**src/hw/rtl/jsu_pkg.sv**
```systemverilog
// ============================================================================
// jsu_pkg: shared types and constants for the JSON string unescaper
// Byte codes, result kinds, UTF-8 lead patterns and the record of up to four
// result bytes that the decoder hands to the output side.
// ============================================================================
`timescale 1ns / 1ps

package jsu_pkg;

    localparam int BYTE_W = 8;
    localparam int CAP_W  = 13;
    localparam int KIND_W = 2;

    // Destination size limit; a larger capacity saturates to this value
    localparam logic [CAP_W-1:0] MAX_CAPACITY = 13'd4096;

    // Result kinds
    localparam logic [KIND_W-1:0] KIND_DATA  = 2'd0;
    localparam logic [KIND_W-1:0] KIND_CLOSE = 2'd1;
    localparam logic [KIND_W-1:0] KIND_ERROR = 2'd2;

    // Source byte codes
    localparam logic [7:0] CH_QUOTE  = 8'h22;
    localparam logic [7:0] CH_BSLASH = 8'h5C;
    localparam logic [7:0] CH_SLASH  = 8'h2F;
    localparam logic [7:0] CH_SPACE  = 8'h20;
    localparam logic [7:0] CH_LOW_B  = 8'h62;
    localparam logic [7:0] CH_LOW_F  = 8'h66;
    localparam logic [7:0] CH_LOW_N  = 8'h6E;
    localparam logic [7:0] CH_LOW_R  = 8'h72;
    localparam logic [7:0] CH_LOW_T  = 8'h74;
    localparam logic [7:0] CH_LOW_U  = 8'h75;

    // Control codes produced by the simple escapes
    localparam logic [7:0] CC_BS = 8'h08;
    localparam logic [7:0] CC_FF = 8'h0C;
    localparam logic [7:0] CC_LF = 8'h0A;
    localparam logic [7:0] CC_CR = 8'h0D;
    localparam logic [7:0] CC_HT = 8'h09;

    // UTF-8 lead and continuation patterns
    localparam logic [7:0] UTF8_LEAD2 = 8'hC0;
    localparam logic [7:0] UTF8_LEAD3 = 8'hE0;
    localparam logic [7:0] UTF8_LEAD4 = 8'hF0;
    localparam logic [7:0] UTF8_CONT  = 8'h80;

    // Surrogate prefixes on code unit bits [15:10]
    localparam logic [5:0] SUR_HIGH = 6'b110110;
    localparam logic [5:0] SUR_LOW  = 6'b110111;
    // Offset of a joined pair above the basic plane, in units of 1024
    localparam logic [10:0] PAIR_BASE = 11'h040;

    // Decoupling queue
    localparam int QDEPTH = 4;
    localparam int QAW    = $clog2(QDEPTH);

    // Results caused by one source byte
    typedef struct packed {
        logic [3:0][BYTE_W-1:0] data;
        logic [2:0]             count;
        logic [KIND_W-1:0]      kind;
    } grp_t;

    typedef struct packed {
        logic push;
        grp_t grp;
    } q_wr_t;

    typedef struct packed {
        logic avail;
        grp_t grp;
    } q_rd_t;

endpackage

```
**src/hw/rtl/jsu_if.sv**
```systemverilog
// ============================================================================
// jsu_if: stream channels of the JSON string unescaper
// Source byte channel and result channel, each a valid/ready transfer.
// ============================================================================
`timescale 1ns / 1ps

interface jsu_in_if import jsu_pkg::*; ();
    logic              valid;
    logic              ready;
    logic [BYTE_W-1:0] in_byte;
    logic [CAP_W-1:0]  capacity;
    logic              final_req;

    modport source (output valid, output in_byte, output capacity, output final_req,
                    input ready);
    modport sink   (input valid, input in_byte, input capacity, input final_req,
                    output ready);
endinterface

interface jsu_out_if import jsu_pkg::*; ();
    logic              valid;
    logic              ready;
    logic [BYTE_W-1:0] out_byte;
    logic [KIND_W-1:0] kind;
    logic              last;

    modport source (output valid, output out_byte, output kind, output last,
                    input ready);
    modport sink   (input valid, input out_byte, input kind, input last,
                    output ready);
endinterface

```
**src/hw/rtl/jsu_front.sv**
```systemverilog
// ============================================================================
// jsu_front: escape decoder
// Takes one source byte per cycle while the queue has room, tracks escapes,
// encodes code points as UTF-8 and pushes each byte's results as one entry.
// ============================================================================
`timescale 1ns / 1ps

module jsu_front import jsu_pkg::*; (
    input  logic       clk,
    input  logic       rst_n,
    jsu_in_if.sink     src,
    input  logic       q_full,
    output q_wr_t      wr
);

    typedef enum logic [2:0] {
        PH_IDLE,
        PH_BODY,
        PH_ESC,
        PH_HEX,
        PH_PAIR_BS,
        PH_PAIR_U,
        PH_PAIR_HEX
    } phase_t;

    phase_t           phase_reg, phase_next;
    logic [15:0]      acc_reg, acc_next;
    logic [9:0]       hs_reg, hs_next;
    logic [1:0]       dc_reg, dc_next;
    logic [CAP_W-1:0] space_reg, space_next;

    logic             take;
    logic [4:0]       dig;
    logic [15:0]      acc_shift;
    logic             done;
    logic [KIND_W-1:0] done_kind;
    logic             put_byte;
    logic [7:0]       put_val;
    logic             put_cp;
    logic [20:0]      cp;
    logic [2:0]       need;
    grp_t             grp;

    // Return {valid, value} for an ASCII hex digit
    function automatic logic [4:0] hex_digit(input logic [7:0] ch);
        logic [4:0] r;
        r = 5'd0;
        if (ch >= 8'h30 && ch <= 8'h39) begin
            r = {1'b1, ch[3:0]};
        end
        else if ((ch >= 8'h61 && ch <= 8'h66) || (ch >= 8'h41 && ch <= 8'h46)) begin
            r = {1'b1, ch[3:0] + 4'd9};
        end
        return r;
    endfunction

    assign src.ready = !q_full;
    assign take      = src.valid && src.ready;
    assign dig       = hex_digit(src.in_byte);
    assign acc_shift = {acc_reg[11:0], dig[3:0]};

    // Decode the byte and build its results
    always_comb
    begin
        phase_next = phase_reg;
        acc_next   = acc_reg;
        hs_next    = hs_reg;
        dc_next    = dc_reg;
        space_next = space_reg;
        done       = 1'b0;
        done_kind  = KIND_ERROR;
        put_byte   = 1'b0;
        put_val    = src.in_byte;
        put_cp     = 1'b0;
        cp         = {5'd0, acc_shift};
        need       = 3'd1;
        grp.data   = '0;
        grp.count  = 3'd0;
        grp.kind   = KIND_DATA;

        unique case (phase_reg)
            PH_IDLE:
            begin
                if (src.in_byte != CH_QUOTE || src.capacity == '0) begin
                    done = 1'b1;
                end
                else begin
                    space_next = (src.capacity > MAX_CAPACITY) ? MAX_CAPACITY
                                                              : src.capacity;
                    phase_next = PH_BODY;
                end
            end
            PH_BODY:
            begin
                priority if (src.in_byte == CH_QUOTE) begin
                    done      = 1'b1;
                    done_kind = KIND_CLOSE;
                end
                else if (src.in_byte < CH_SPACE) begin
                    done = 1'b1;
                end
                else if (src.in_byte == CH_BSLASH) begin
                    phase_next = PH_ESC;
                end
                else begin
                    put_byte = 1'b1;
                end
            end
            PH_ESC:
            begin
                phase_next = PH_BODY;
                unique case (src.in_byte)
                    CH_QUOTE, CH_BSLASH, CH_SLASH: put_byte = 1'b1;
                    CH_LOW_B:
                    begin
                        put_byte = 1'b1;
                        put_val  = CC_BS;
                    end
                    CH_LOW_F:
                    begin
                        put_byte = 1'b1;
                        put_val  = CC_FF;
                    end
                    CH_LOW_N:
                    begin
                        put_byte = 1'b1;
                        put_val  = CC_LF;
                    end
                    CH_LOW_R:
                    begin
                        put_byte = 1'b1;
                        put_val  = CC_CR;
                    end
                    CH_LOW_T:
                    begin
                        put_byte = 1'b1;
                        put_val  = CC_HT;
                    end
                    CH_LOW_U:
                    begin
                        phase_next = PH_HEX;
                        acc_next   = '0;
                        dc_next    = '0;
                    end
                    default: done = 1'b1;
                endcase
            end
            PH_HEX, PH_PAIR_HEX:
            begin
                if (!dig[4]) begin
                    done = 1'b1;
                end
                else begin
                    acc_next = acc_shift;
                    dc_next  = dc_reg + 2'd1;
                    // Fourth digit completes the code unit
                    if (dc_reg == 2'd3) begin
                        if (phase_reg == PH_HEX) begin
                            if (acc_shift[15:10] == SUR_HIGH) begin
                                hs_next    = acc_shift[9:0];
                                phase_next = PH_PAIR_BS;
                            end
                            else if (acc_shift[15:10] == SUR_LOW) begin
                                done = 1'b1;
                            end
                            else begin
                                put_cp     = 1'b1;
                                phase_next = PH_BODY;
                            end
                        end
                        else begin
                            if (acc_shift[15:10] != SUR_LOW) begin
                                done = 1'b1;
                            end
                            else begin
                                put_cp     = 1'b1;
                                cp         = {11'(hs_reg) + PAIR_BASE, acc_shift[9:0]};
                                phase_next = PH_BODY;
                            end
                        end
                    end
                end
            end
            PH_PAIR_BS:
            begin
                if (src.in_byte == CH_BSLASH) begin
                    phase_next = PH_PAIR_U;
                end
                else begin
                    done = 1'b1;
                end
            end
            PH_PAIR_U:
            begin
                if (src.in_byte == CH_LOW_U) begin
                    phase_next = PH_PAIR_HEX;
                    acc_next   = '0;
                    dc_next    = '0;
                end
                else begin
                    done = 1'b1;
                end
            end
            default: done = 1'b1;
        endcase

        // Single byte: write only while room for it and the terminator
        if (put_byte && space_reg > 13'd1) begin
            grp.data[0] = put_val;
            grp.count   = 3'd1;
            space_next  = space_reg - 13'd1;
        end

        // Code point: write the whole sequence or drop it
        if (put_cp) begin
            if (cp[20:16] != '0) begin
                need = 3'd4;
            end
            else if (cp[15:11] != '0) begin
                need = 3'd3;
            end
            else if (cp[10:7] != '0) begin
                need = 3'd2;
            end
            else begin
                need = 3'd1;
            end
            if (space_reg > {10'd0, need}) begin
                space_next = space_reg - {10'd0, need};
                grp.count  = need;
                unique case (need)
                    3'd1: grp.data[0] = {1'b0, cp[6:0]};
                    3'd2:
                    begin
                        grp.data[0] = UTF8_LEAD2 | {3'd0, cp[10:6]};
                        grp.data[1] = UTF8_CONT  | {2'd0, cp[5:0]};
                    end
                    3'd3:
                    begin
                        grp.data[0] = UTF8_LEAD3 | {4'd0, cp[15:12]};
                        grp.data[1] = UTF8_CONT  | {2'd0, cp[11:6]};
                        grp.data[2] = UTF8_CONT  | {2'd0, cp[5:0]};
                    end
                    default:
                    begin
                        grp.data[0] = UTF8_LEAD4 | {5'd0, cp[20:18]};
                        grp.data[1] = UTF8_CONT  | {2'd0, cp[17:12]};
                        grp.data[2] = UTF8_CONT  | {2'd0, cp[11:6]};
                        grp.data[3] = UTF8_CONT  | {2'd0, cp[5:0]};
                    end
                endcase
            end
        end

        // Source ends inside the string
        if (!done && src.final_req) begin
            done      = 1'b1;
            done_kind = KIND_ERROR;
        end

        // Close or error: replace any data with a single status result
        if (done) begin
            phase_next = PH_IDLE;
            acc_next   = '0;
            hs_next    = '0;
            dc_next    = '0;
            grp.data   = '0;
            grp.count  = 3'd1;
            grp.kind   = done_kind;
        end

        wr.push = take && (grp.count != 3'd0);
        wr.grp  = grp;
    end

    // Advance decoder state on each input transfer
    always_ff @(posedge clk or negedge rst_n)
    begin
        if (!rst_n) begin
            phase_reg <= PH_IDLE;
            acc_reg   <= '0;
            hs_reg    <= '0;
            dc_reg    <= '0;
            space_reg <= '0;
        end
        else if (take) begin
            phase_reg <= phase_next;
            acc_reg   <= acc_next;
            hs_reg    <= hs_next;
            dc_reg    <= dc_next;
            space_reg <= space_next;
        end
    end

endmodule

```
**src/hw/rtl/jsu_queue.sv**
```systemverilog
// ============================================================================
// jsu_queue: result group queue
// Short first-in first-out queue of result groups between decoder and
// serializer, so that each side stalls on its own.
// ============================================================================
`timescale 1ns / 1ps

module jsu_queue import jsu_pkg::*; (
    input  logic  clk,
    input  logic  rst_n,
    input  q_wr_t wr,
    input  logic  pop,
    output logic  full,
    output q_rd_t rd
);

    grp_t           slot_reg [QDEPTH];
    logic [QAW-1:0] wptr_reg, rptr_reg;
    logic [QAW:0]   cnt_reg, cnt_next;
    logic           do_push, do_pop;

    assign do_push  = wr.push && !full;
    assign do_pop   = pop && (cnt_reg != '0);
    assign full     = (cnt_reg == (QAW+1)'(QDEPTH));
    assign rd.avail = (cnt_reg != '0);
    assign rd.grp   = slot_reg[rptr_reg];

    always_comb
    begin
        cnt_next = cnt_reg;
        if (do_push && !do_pop) begin
            cnt_next = cnt_reg + (QAW+1)'(1);
        end
        else if (do_pop && !do_push) begin
            cnt_next = cnt_reg - (QAW+1)'(1);
        end
    end

    // Hold group payloads
    always_ff @(posedge clk)
    begin
        if (do_push) begin
            slot_reg[wptr_reg] <= wr.grp;
        end
    end

    // Advance pointers and fill count
    always_ff @(posedge clk or negedge rst_n)
    begin
        if (!rst_n) begin
            wptr_reg <= '0;
            rptr_reg <= '0;
            cnt_reg  <= '0;
        end
        else begin
            if (do_push) begin
                wptr_reg <= wptr_reg + QAW'(1);
            end
            if (do_pop) begin
                rptr_reg <= rptr_reg + QAW'(1);
            end
            cnt_reg <= cnt_next;
        end
    end

endmodule

```
**src/hw/rtl/jsu_back.sv**
```systemverilog
// ============================================================================
// jsu_back: result serializer
// Walks the head group's bytes and presents one result per cycle, while dst
// is ready, from an output register; a group's last byte carries last.
// ============================================================================
`timescale 1ns / 1ps

module jsu_back import jsu_pkg::*; (
    input  logic       clk,
    input  logic       rst_n,
    input  q_rd_t      rd,
    output logic       pop,
    jsu_out_if.source  dst
);

    logic [1:0]        idx_reg;
    logic              valid_reg;
    logic [BYTE_W-1:0] byte_reg;
    logic [KIND_W-1:0] kind_reg;
    logic              last_reg;
    logic              load;
    logic              at_end;

    assign load   = rd.avail && (!valid_reg || dst.ready);
    assign at_end = ({1'b0, idx_reg} == (rd.grp.count - 3'd1));
    assign pop    = load && at_end;

    assign dst.valid    = valid_reg;
    assign dst.out_byte = byte_reg;
    assign dst.kind     = kind_reg;
    assign dst.last     = last_reg;

    // Load the next byte of the head group
    always_ff @(posedge clk)
    begin
        if (load) begin
            byte_reg <= rd.grp.data[idx_reg];
            kind_reg <= rd.grp.kind;
            last_reg <= at_end;
        end
    end

    // Track byte index and output occupancy
    always_ff @(posedge clk or negedge rst_n)
    begin
        if (!rst_n) begin
            idx_reg   <= '0;
            valid_reg <= 1'b0;
        end
        else begin
            if (load) begin
                idx_reg   <= at_end ? 2'd0 : idx_reg + 2'd1;
                valid_reg <= 1'b1;
            end
            else if (dst.ready) begin
                valid_reg <= 1'b0;
            end
        end
    end

endmodule

```
**src/hw/rtl/json_string_unescape_utf8.sv**
```systemverilog
// ============================================================================
// json_string_unescape_utf8: JSON string unescaper with UTF-8 output
// src carries one source byte per transfer; the opening quote comes with the
// destination capacity (terminator included). dst returns results: data
// bytes (kind 0), string closed (kind 1) or decode error (kind 2), with last
// set on the final result of each source byte. A byte may cause zero to four
// results; an error or close returns the decoder to waiting for a quote.
// Throughput: one source byte per cycle and one result per cycle; the
// decoder takes a byte whenever the four-entry group queue has room, so a
// run of multi-byte characters is limited by the single result per cycle of
// the serializer. A byte's results pass the group queue, then the output
// register. Reset clears the decoder, queue and output register.
// When dst stalls the result holds, the queue fills, and src.ready drops.
// ============================================================================
`timescale 1ns / 1ps

module json_string_unescape_utf8 import jsu_pkg::*; (
    input  logic      clk,
    input  logic      rst_n,
    jsu_in_if.sink    src,
    jsu_out_if.source dst
);

    q_wr_t wr;
    q_rd_t rd;
    logic  q_full;
    logic  pop;

    jsu_front u_front (
        .clk    (clk),
        .rst_n  (rst_n),
        .src    (src),
        .q_full (q_full),
        .wr     (wr)
    );

    jsu_queue u_queue (
        .clk   (clk),
        .rst_n (rst_n),
        .wr    (wr),
        .pop   (pop),
        .full  (q_full),
        .rd    (rd)
    );

    jsu_back u_back (
        .clk   (clk),
        .rst_n (rst_n),
        .rd    (rd),
        .pop   (pop),
        .dst   (dst)
    );

endmodule

```
**src/flat_wrapper.sv**
```systemverilog
// flat-port wrapper written by rule: the top's interface ports become plain ports
module json_string_unescape_utf8_flat import jsu_pkg::*;
  (clk, rst_n, src_valid, src_in_byte, src_capacity, src_final_req, src_ready, dst_valid, dst_out_byte, dst_kind, dst_last, dst_ready);
  jsu_in_if src_i ();
  jsu_out_if dst_i ();
  input  logic clk;
  input  logic rst_n;
  input wire logic [$bits(src_i.valid)-1:0] src_valid;
  input wire logic [$bits(src_i.in_byte)-1:0] src_in_byte;
  input wire logic [$bits(src_i.capacity)-1:0] src_capacity;
  input wire logic [$bits(src_i.final_req)-1:0] src_final_req;
  output wire logic [$bits(src_i.ready)-1:0] src_ready;
  output wire logic [$bits(dst_i.valid)-1:0] dst_valid;
  output wire logic [$bits(dst_i.out_byte)-1:0] dst_out_byte;
  output wire logic [$bits(dst_i.kind)-1:0] dst_kind;
  output wire logic [$bits(dst_i.last)-1:0] dst_last;
  input wire logic [$bits(dst_i.ready)-1:0] dst_ready;
  assign src_i.valid = src_valid;
  assign src_i.in_byte = src_in_byte;
  assign src_i.capacity = src_capacity;
  assign src_i.final_req = src_final_req;
  assign src_ready = src_i.ready;
  assign dst_valid = dst_i.valid;
  assign dst_out_byte = dst_i.out_byte;
  assign dst_kind = dst_i.kind;
  assign dst_last = dst_i.last;
  assign dst_i.ready = dst_ready;
  json_string_unescape_utf8 u_core (.clk(clk), .rst_n(rst_n), .src(src_i), .dst(dst_i));
endmodule
```
**config.mk**
```make
export PLATFORM = sky130hd
export DESIGN_NAME = json_string_unescape_utf8_flat
export DESIGN_NICKNAME = d
export VERILOG_FILES = /design/src/hw/rtl/jsu_pkg.sv /design/src/hw/rtl/jsu_if.sv /design/src/hw/rtl/jsu_front.sv /design/src/hw/rtl/jsu_queue.sv /design/src/hw/rtl/jsu_back.sv /design/src/hw/rtl/json_string_unescape_utf8.sv /design/src/flat_wrapper.sv
export SDC_FILE = /design/constraint.sdc
export NUM_CORES = 1
export LEC_CHECK = 0
export BUFFER_PORTS_ARGS = -buffer_cell sky130_fd_sc_hd__buf_2
export CAP_MARGIN = 20
export CORE_MARGIN = 2
export CORE_UTILIZATION = 55
export DETAILED_ROUTE_END_ITERATION = 7
export HOLD_SLACK_MARGIN = 0.12
export PLACE_DENSITY = 0.72
export SETUP_SLACK_MARGIN = 0.02
export SYNTH_ARGS = -nofsm -noshare
export SYNTH_HDL_FRONTEND = slang
export SYNTH_SLANG_ARGS = --single-unit
```
**constraint.sdc**
```tcl
create_clock -name clk -period 14.7 [get_ports clk]
set_input_delay 0.735 -clock clk [delete_from_list [all_inputs] [get_ports clk]]
set_output_delay 0.735 -clock clk [all_outputs]
set_load 0.02 [all_outputs]
```
## Yosys cells after proc, flatten, opt, wreduce, memory -nomap -nowiden

Memories as Yosys holds them, arrays and structs flattened.
Cells that the tools add are included.
W data, S select, Z words.

- Bits in registers: 61
- RAM bits: 148
- Word-level logic and storage cells: 211
- Memories kept: 1

Memory list:

| name | words | bits a word | rd ports | clocked after memory_dff | write ports | line | text |
|---|---|---|---|---|---|---|---|
| u_core.u_queue.slot_reg | 4 | 37 | 1 | 0 | 1 | jsu_queue.sv:17 | `grp_t slot_reg [QDEPTH];` |

- Add/subtract/negate cells: 11
- $lt $le $gt $ge: 11
- Equality and inequality tests: 36
- Mux-type cells: 93
- Reductions and logical operators: 46

Operator list:

| cell | number |
|---|---|
| $mux W21 | 5 |
| $mux W13 | 6 |
| $mux W35 | 2 |
| $mux W10 | 6 |
| $eq A8 B7 Y1 const B | 7 |
| $mux W3 | 17 |
| $pmux W8 S3 | 2 |
| $pmux W8 S5 | 1 |
| $mux W37 | 1 |
| $mux W12 | 3 |
| $mux W1 | 27 |
| $mux W8 | 3 |
| $ne A3 B3 Y1 const B | 8 |
| $pmux W12 S2 | 1 |
| $mux W2 | 10 |
| $pmux W3 S6 | 1 |
| $bmux W8 S2 | 1 |
| $eq A8 B6 Y1 const B | 2 |
| $ge A8 B7 Y1 const B | 2 |
| $le A8 B7 Y1 const B | 2 |
| $pmux W8 S2 | 1 |
| $reduce_bool A2 Y1 | 7 |
| $gt A13 B1 Y1 const B | 1 |
| $gt A13 B13 Y1 const B | 1 |
| other kinds (44) | 80 |

## Longest topological paths before layout

- Depth after elaboration: 28
- Mapped depth: 24
- Mapped depth without buffers: 22

## Cells and area by module

From an unflattened synthesis, not the netlist that was laid out.

- Cell total of the unflattened synthesis: 808
- Area total of the unflattened synthesis: 10486.3 sq um

Modules (own cells, without submodules):

| module | times used | cells an instance | area each (sq um) |
|---|---|---|---|
| jsu_queue | 1 | 228 | 5745.5 |
| jsu_front | 1 | 536 | 4017.6 |
| jsu_back | 1 | 44 | 723.2 |

## Worst setup path before layout

OpenSTA, ideal clock, no wires.

- Kind: input to register
- Start point: input src_in_byte[4]
- End point: memory u_core.u_queue.slot_reg[0][0] in the netlist's numbering (enable)
- Library setup time: 0.394 ns
- Data arrival time: 5.653 ns
- Required time: 14.306 ns
- Setup slack: 8.653 ns
- Stages: 16
- Buffers on the path: 1
- Path through: buf_6 or4b_4 or3_4 a2111o_1 and2_1 or2_2 o21ai_0 ha_1 nand2_1 o211ai_1 a21oi_1 a2111oi_4 nand4_2 a21oi_2 o21a_4 and2_1

- Cells in the longest elaborated chain, start to end: 21

Ends and longest elaborated chain:

| what | line | text |
|---|---|---|
| start, declared | flat_wrapper.sv:9 | `input wire logic [$bits(src_i.in_byte)-1:0] src_in_byte;` |
| $ge A8 B7 Y1 or $le A8 B7 Y1 (tied branches) | jsu_front.sv:51 | `else if ((ch >= 8'h61 && ch <= 8'h66) \|\| (ch >= 8'h41 && ch <= 8'h46)) begin` |
| $logic_and A1 B1 Y1 | jsu_front.sv:51 |  |
| $logic_or A1 B1 Y1 | jsu_front.sv:51 |  |
| $mux W5 | jsu_front.sv:51 |  |
| $mux W5 | jsu_front.sv:48 | `if (ch >= 8'h30 && ch <= 8'h39) begin` |
| $mux W21 | jsu_front.sv:150 | `if (!dig[4]) begin` |
| $mux W21 | jsu_front.sv:81 | `unique case (phase_reg)` |
| $reduce_bool A4 Y1 | jsu_front.sv:222 | `else if (cp[10:7] != '0) begin` |
| [6 not listed] | n/a |  |
| $mux W35 | jsu_front.sv:215 | `if (put_cp) begin` |
| $mux W37 * | jsu_front.sv:262 | `if (done) begin` |
| $reduce_bool A3 Y1 * | jsu_front.sv:272 | `wr.push = take && (grp.count != 3'd0);` |
| $logic_and A1 B1 Y1 * | jsu_front.sv:272 |  |
| $logic_and A1 B1 Y1 * | jsu_queue.sv:22 | `assign do_push = wr.push && !full;` |
| named net u_core.u_queue.do_push | jsu_queue.sv:20 | `logic do_push, do_pop;` |
| $mux W1 * | jsu_queue.sv:42 | `if (do_push) begin` |
| $mux W1 (implied by the code) * | jsu_queue.sv:43 | `slot_reg[wptr_reg] <= wr.grp;` |
| end, declared | jsu_queue.sv:17 |  |

The timed path passes the listed nets; every way through them passes the cells marked *. The select of a mux whose other input is x is not followed.

## Worst setup path after layout

- Start point: input src_in_byte[3]
- End point: memory u_core.u_queue.slot_reg[2][20] in the netlist's numbering (enable)

The elaborated chain is that of the path after synthesis.

==> Implementation_results.wiki <==
{| class="wikitable"
! Metric !! Value
|-
| Status || finished, final reports clean
|-
| Horizontal extent of the die || 139 um
|-
| Effective utilization at floorplan || 56.0%
|-
| Total number of H-tree levels || 4
|-
| Post-Synth Simple-Gate Area || 12.5%
|-
| Critical path origin || src_in_byte[3]
|-
| DRT met1 WL || 10.3 mm
|-
| Last weighted congestion value of the routability-driven placer || around 0.96
|-
| Global-route usage over all layers || 26.0%
|-
| Unique cell type count in the Yosys netlist || 79
|-
| Area leader, netlist || sky130_fd_sc_hd__edfxtp_1
|-
| Count of port buffers added during placement || 38
|-
| Number of resized instances in the post-cts repair step || 0
|-
| Summed instance area of the synthesized netlist || 0.0101 mm2
|-
| Number of enable-type register cells in the synthesized netlist || 147
|-
| Vertical die dimension || 139 um
|-
| Leak || 3.88 nW
|-
| Final clock period utilization by the worst path || approximately half
|-
| Most instantiated flip-flop cell in the synthesis netlist || sky130_fd_sc_hd__edfxtp_1
|-
| Fraction of synthesis flops using an asynchronous set or reset pin || 25.4%
|-
| Total negative slack for setup checks || 0 ns
|-
| Cell chosen for the clock root || sky130_fd_sc_hd__clkbuf_16
|-
| Worst clock skew on the final layout || 0.0159 ns
|-
| Pin count of the biggest net entering global routing || 51
|-
| Data required time at the worst endpoint || between 10 and 15 ns
|-
| NumNets Final || 871
|-
| Antenna violations before repair || 2
|-
| RR Startpoint || u_core.u_front.phase_reg[0]$_DFFE_PN0P_
|-
| Post-route cell area || 0.0110 mm2
|-
| Final hold violations || 0
|-
| Routed via count divided by cell count || 6.54
|-
| Cell type of the slowest stage on the worst timing path || sky130_fd_sc_hd__a2111oi_4
|-
| CTS Hold Buffers Added || 0
|-
| Post-DRT Antenna Nets || 0
|-
| Number of placement rows || 49
|-
| Wire length of the first global-routing pass || just under 40 mm
|-
| Mapped Cells || between 800 and 900
|-
| Mean instance size in the synthesized netlist || 12.5 um2
|-
| Fmax achieved || 138 MHz
|-
| CP max stage delay || 0.85 ns
|-
| Total number of vias || 6995
|-
| Post-layout min period || ~7.2 ns
|-
| Fill cell count || roughly 1400
|-
| DR iter-0 viols || approximately 710
|-
| Met2 layer wire length in the routed design || about 12 mm
|-
| Post-detailed-placement cell area || roughly 0.010 mm2
|-
| Top cells by area in the synthesized netlist || sky130_fd_sc_hd__edfxtp_1, sky130_fd_sc_hd__dfrtp_1, sky130_fd_sc_hd__mux4_2
|-
| Drt first pass iters || 6
|-
| Maximum clock path buffer count || 2
|-
| Post-synthesis sequential area ratio || 56.3%
|-
| Clock sink count || 197
|-
| Cts bufs inserted || 17
|-
| Xor/xnor cell area share of the yosys netlist || 1.05%
|-
| Worst-path fanout max || 19
|-
| Share of synthesized area spent on multiplexers || 10.2%
|-
| Type of the worst setup path || input port to flop
|-
| Estimated wirelength of the detail-placed design || about 16 mm
|-
| Number of placed I/O pins || 39
|-
| Fraction of post-synthesis cell area in the top cell type by area || 43.9%
|-
| Worst slew slack as a fraction of its limit || 28.4%
|-
| Multi-input logic area || 0.00408 mm2
|-
| Adder-cell share of the synthesized area || under 10%
|-
| Area inside the core boundary || 0.0180 mm2
|-
| Residual DRC || 0
|-
| Syn. warnings || 0
|-
| Pwr/cell area || 160 mW/mm2
|-
| Peak VDD IR || 0.121 mV
|-
| Number of synthesized register bits || around 200
|-
| Floorplan die area || 0.0194 mm2
|-
| Area growth, synth to finish || 9.79%
|-
| Post-CTS setup buffer count || 0
|-
| Routed length per instance || 22.5 um
|-
| Area fraction in compound gates after synthesis || 14.3%
|-
| CTS tree || done
|-
| Min-Delay Path Class || input port to asynchronous set/reset pin
|-
| Layout cell share with drive strength beyond 1 || 17.7%
|-
| Vias in the first global route || 6887
|-
| Count of final setup violators || 0
|-
| Dominant cell type by count on the critical path || sky130_fd_sc_hd__and2_1
|-
| Critical path buffer and inverter count || 2
|-
| Total length of routed met3 wires || 1.40 mm
|-
| Overall overflow remaining after global route || 0
|-
| Worst-skew pair later-pin latency || 0.44 ns
|-
| Combinational family with the most area after synthesis || compound AO/OA/AOI/OAI gates
|-
| Critical path's top delay family || compound AO/OA/AOI/OAI gates
|-
| Arrival time reported for the critical path endpoint || 7.35 ns
|-
| Max-cap check violation count || 0
|-
| Worst slew pin tran || 1.07 ns
|-
| Count of final max-slew check failures || 0
|-
| Number of nets in the synthesized netlist || 851
|-
| Setup crit start kind || input port
|-
| Reg clk slew, reported paths || roughly 0.070 ns
|-
| RSZ-0062 raised after global routing || false
|-
| Area taken by flip-flops and latches || 0.00567 mm2
|-
| Routed Wire Length || approximately 24 mm
|-
| Critical path capture point type || flop
|-
| Highest metal layer with signal wires || met4
|-
| Sequence of cells on the critical path || buf_2 -> or4b_4 -> or3_4 -> a2111o_1 -> and2_1 -> or2_2 -> o21ai_0 -> ha_1 -> nand2_1 -> o211ai_1 -> a21oi_1 -> a2111oi_4 -> nand4_2 -> a21oi_2 -> o21a_4 -> and2_1 -> buf_4
|-
| Max reg flops || approximately 140
|}
[worst reg2reg max path, cell delays in order, from the launching register on]
cell                        delay, ns
sky130_fd_sc_hd__dfrtp_1         0.54
sky130_fd_sc_hd__and3b_1         0.28
sky130_fd_sc_hd__or3_1           0.46
sky130_fd_sc_hd__a2111o_1        0.46
sky130_fd_sc_hd__and2_1          0.23
sky130_fd_sc_hd__or2_2           0.31
sky130_fd_sc_hd__o21ai_0         0.33
sky130_fd_sc_hd__ha_1            0.21
sky130_fd_sc_hd__nand2_1         0.07
sky130_fd_sc_hd__o211ai_1        0.45
sky130_fd_sc_hd__a21oi_1         0.23
sky130_fd_sc_hd__a2111oi_4       0.85
sky130_fd_sc_hd__nand4_2         0.56
sky130_fd_sc_hd__a21oi_2         0.45
sky130_fd_sc_hd__o21a_4          0.24
sky130_fd_sc_hd__and2_1          0.63
sky130_fd_sc_hd__buf_4           0.42
[cell families after synthesis]
logic type / count (synthesis)
xor+xnor: 12
fa+ha+maj: 19
mux: 53
buf+inv: 78
compound gates: 204
simple gates: 243
flops: 197
[synthesized netlist by cell type, drive strengths merged, types with 4 or more instances]
cell     number
a22oi         7
mux2          5
or2           4
or3           7
xor2          5
a21o          5
clkbuf       40
a211oi       12
nor4          6
nor2b        14
a311o         5
nand2        70
nand4b        5
nand3        16
dfrtp        50
o31ai        25
a31oi         6
o21a          5
nor2         49
inv          27
nor3         24
xnor2         7
o21ai        47
mux2i         9
and2         10
o211ai        6
a2111oi       5
nor3b         5
o21bai        5
edfxtp      147
mux4         39
a21oi        44
a32oi         5
and3          6
ha           17
buf          11
nand4        10
[cells in the final DEF, fill, tap and decap left out, drive strengths merged, types with 6 or more instances in the layout]
cell | synthesis | routed
a211oi | 12 | 12
a21oi | 44 | 44
a22oi | 7 | 7
a31oi | 6 | 6
and2 | 10 | 10
and3 | 6 | 6
buf | 11 | 52
clkbuf | 40 | 18
dfrtp | 50 | 50
edfxtp | 147 | 147
ha | 17 | 17
inv | 27 | 34
mux2i | 9 | 9
mux4 | 39 | 39
nand2 | 70 | 70
nand3 | 16 | 16
nand4 | 10 | 10
nor2 | 49 | 49
nor2b | 14 | 14
nor3 | 24 | 24
nor4 | 6 | 6
o211ai | 6 | 6
o21ai | 47 | 47
o31ai | 25 | 25
or3 | 7 | 7
xnor2 | 7 | 7
[stage by stage]
stage / util [%] / setup WS (ns) / total power, mW / hold slack [ns] / cells
finish: 61.5 / 7.46 / 1.77 / 0.402 / 1069
CTS: 61.3 / 6.80 / 1.77 / 0.433 / 1065
floorplan: - / 8.65 / 1.17 / 0.439 / 806
global placement: 58.0 / 6.60 / 1.29 / 0.469 / 1034
detailed placement: 58.0 / 6.34 / 1.31 / 0.496 / 1034
global route: 61.5 / 7.03 / 1.85 / 0.459 / 1069
[cell type report]
class / count / share of cell area [%]
multi-input cells: 531 / 37.0
flip-flops and latches: 197 / 51.3
well taps: 229 / 2.60
diodes: 2 / 0.0453
clock buffers: 18 / 3.89
clock inverters: 13 / 1.50
inverters: 27 / 0.918
repair buffers: 52 / 2.74
[per-layer routing]
| layer | vias up | track usage [%] |
|---|---|---|
| met5 | - | 0 |
| met4 | 0 | 9.09 |
| met3 | 50 | 3.87 |
| met2 | 303 | 40.9 |
| met1 | 3472 | 37.5 |
| li1 | 3170 | - |
[final timing paths]
kind,endpoint,slack [ns],depth (start not counted)
setup / recovery,u_core.u_queue.slot_reg[2][20]$_DFFE_PP_,7.46,17
setup reg to reg,u_core.u_queue.slot_reg[2][20]$_DFFE_PP_,7.65,16
min in group clk,u_core.u_back.dst.valid$_DFFE_PN0P_,0.49,2
max in group asynchronous,u_core.u_front.hs_reg[5]$_DFFE_PN0P_,13.81,2
hold / removal,u_core.u_queue.rptr_reg[0]$_DFFE_PN0P_,0.40,2
hold reg to reg,u_core.u_front.dc_reg[1]$_DFFE_PN0P_,0.51,2
[power by group]
| part | total [mW] | internal [mW] | leakage [nW] | switching (mW) |
|---|---|---|---|---|
| sequential | 0.796 | 0.728 | 2.01 | 0.0676 |
| clock | 0.467 | 0.256 | 0.293 | 0.211 |
| combinational | 0.503 | 0.223 | 1.58 | 0.280 |
Note: power is estimated with default switching activity, not from simulation.
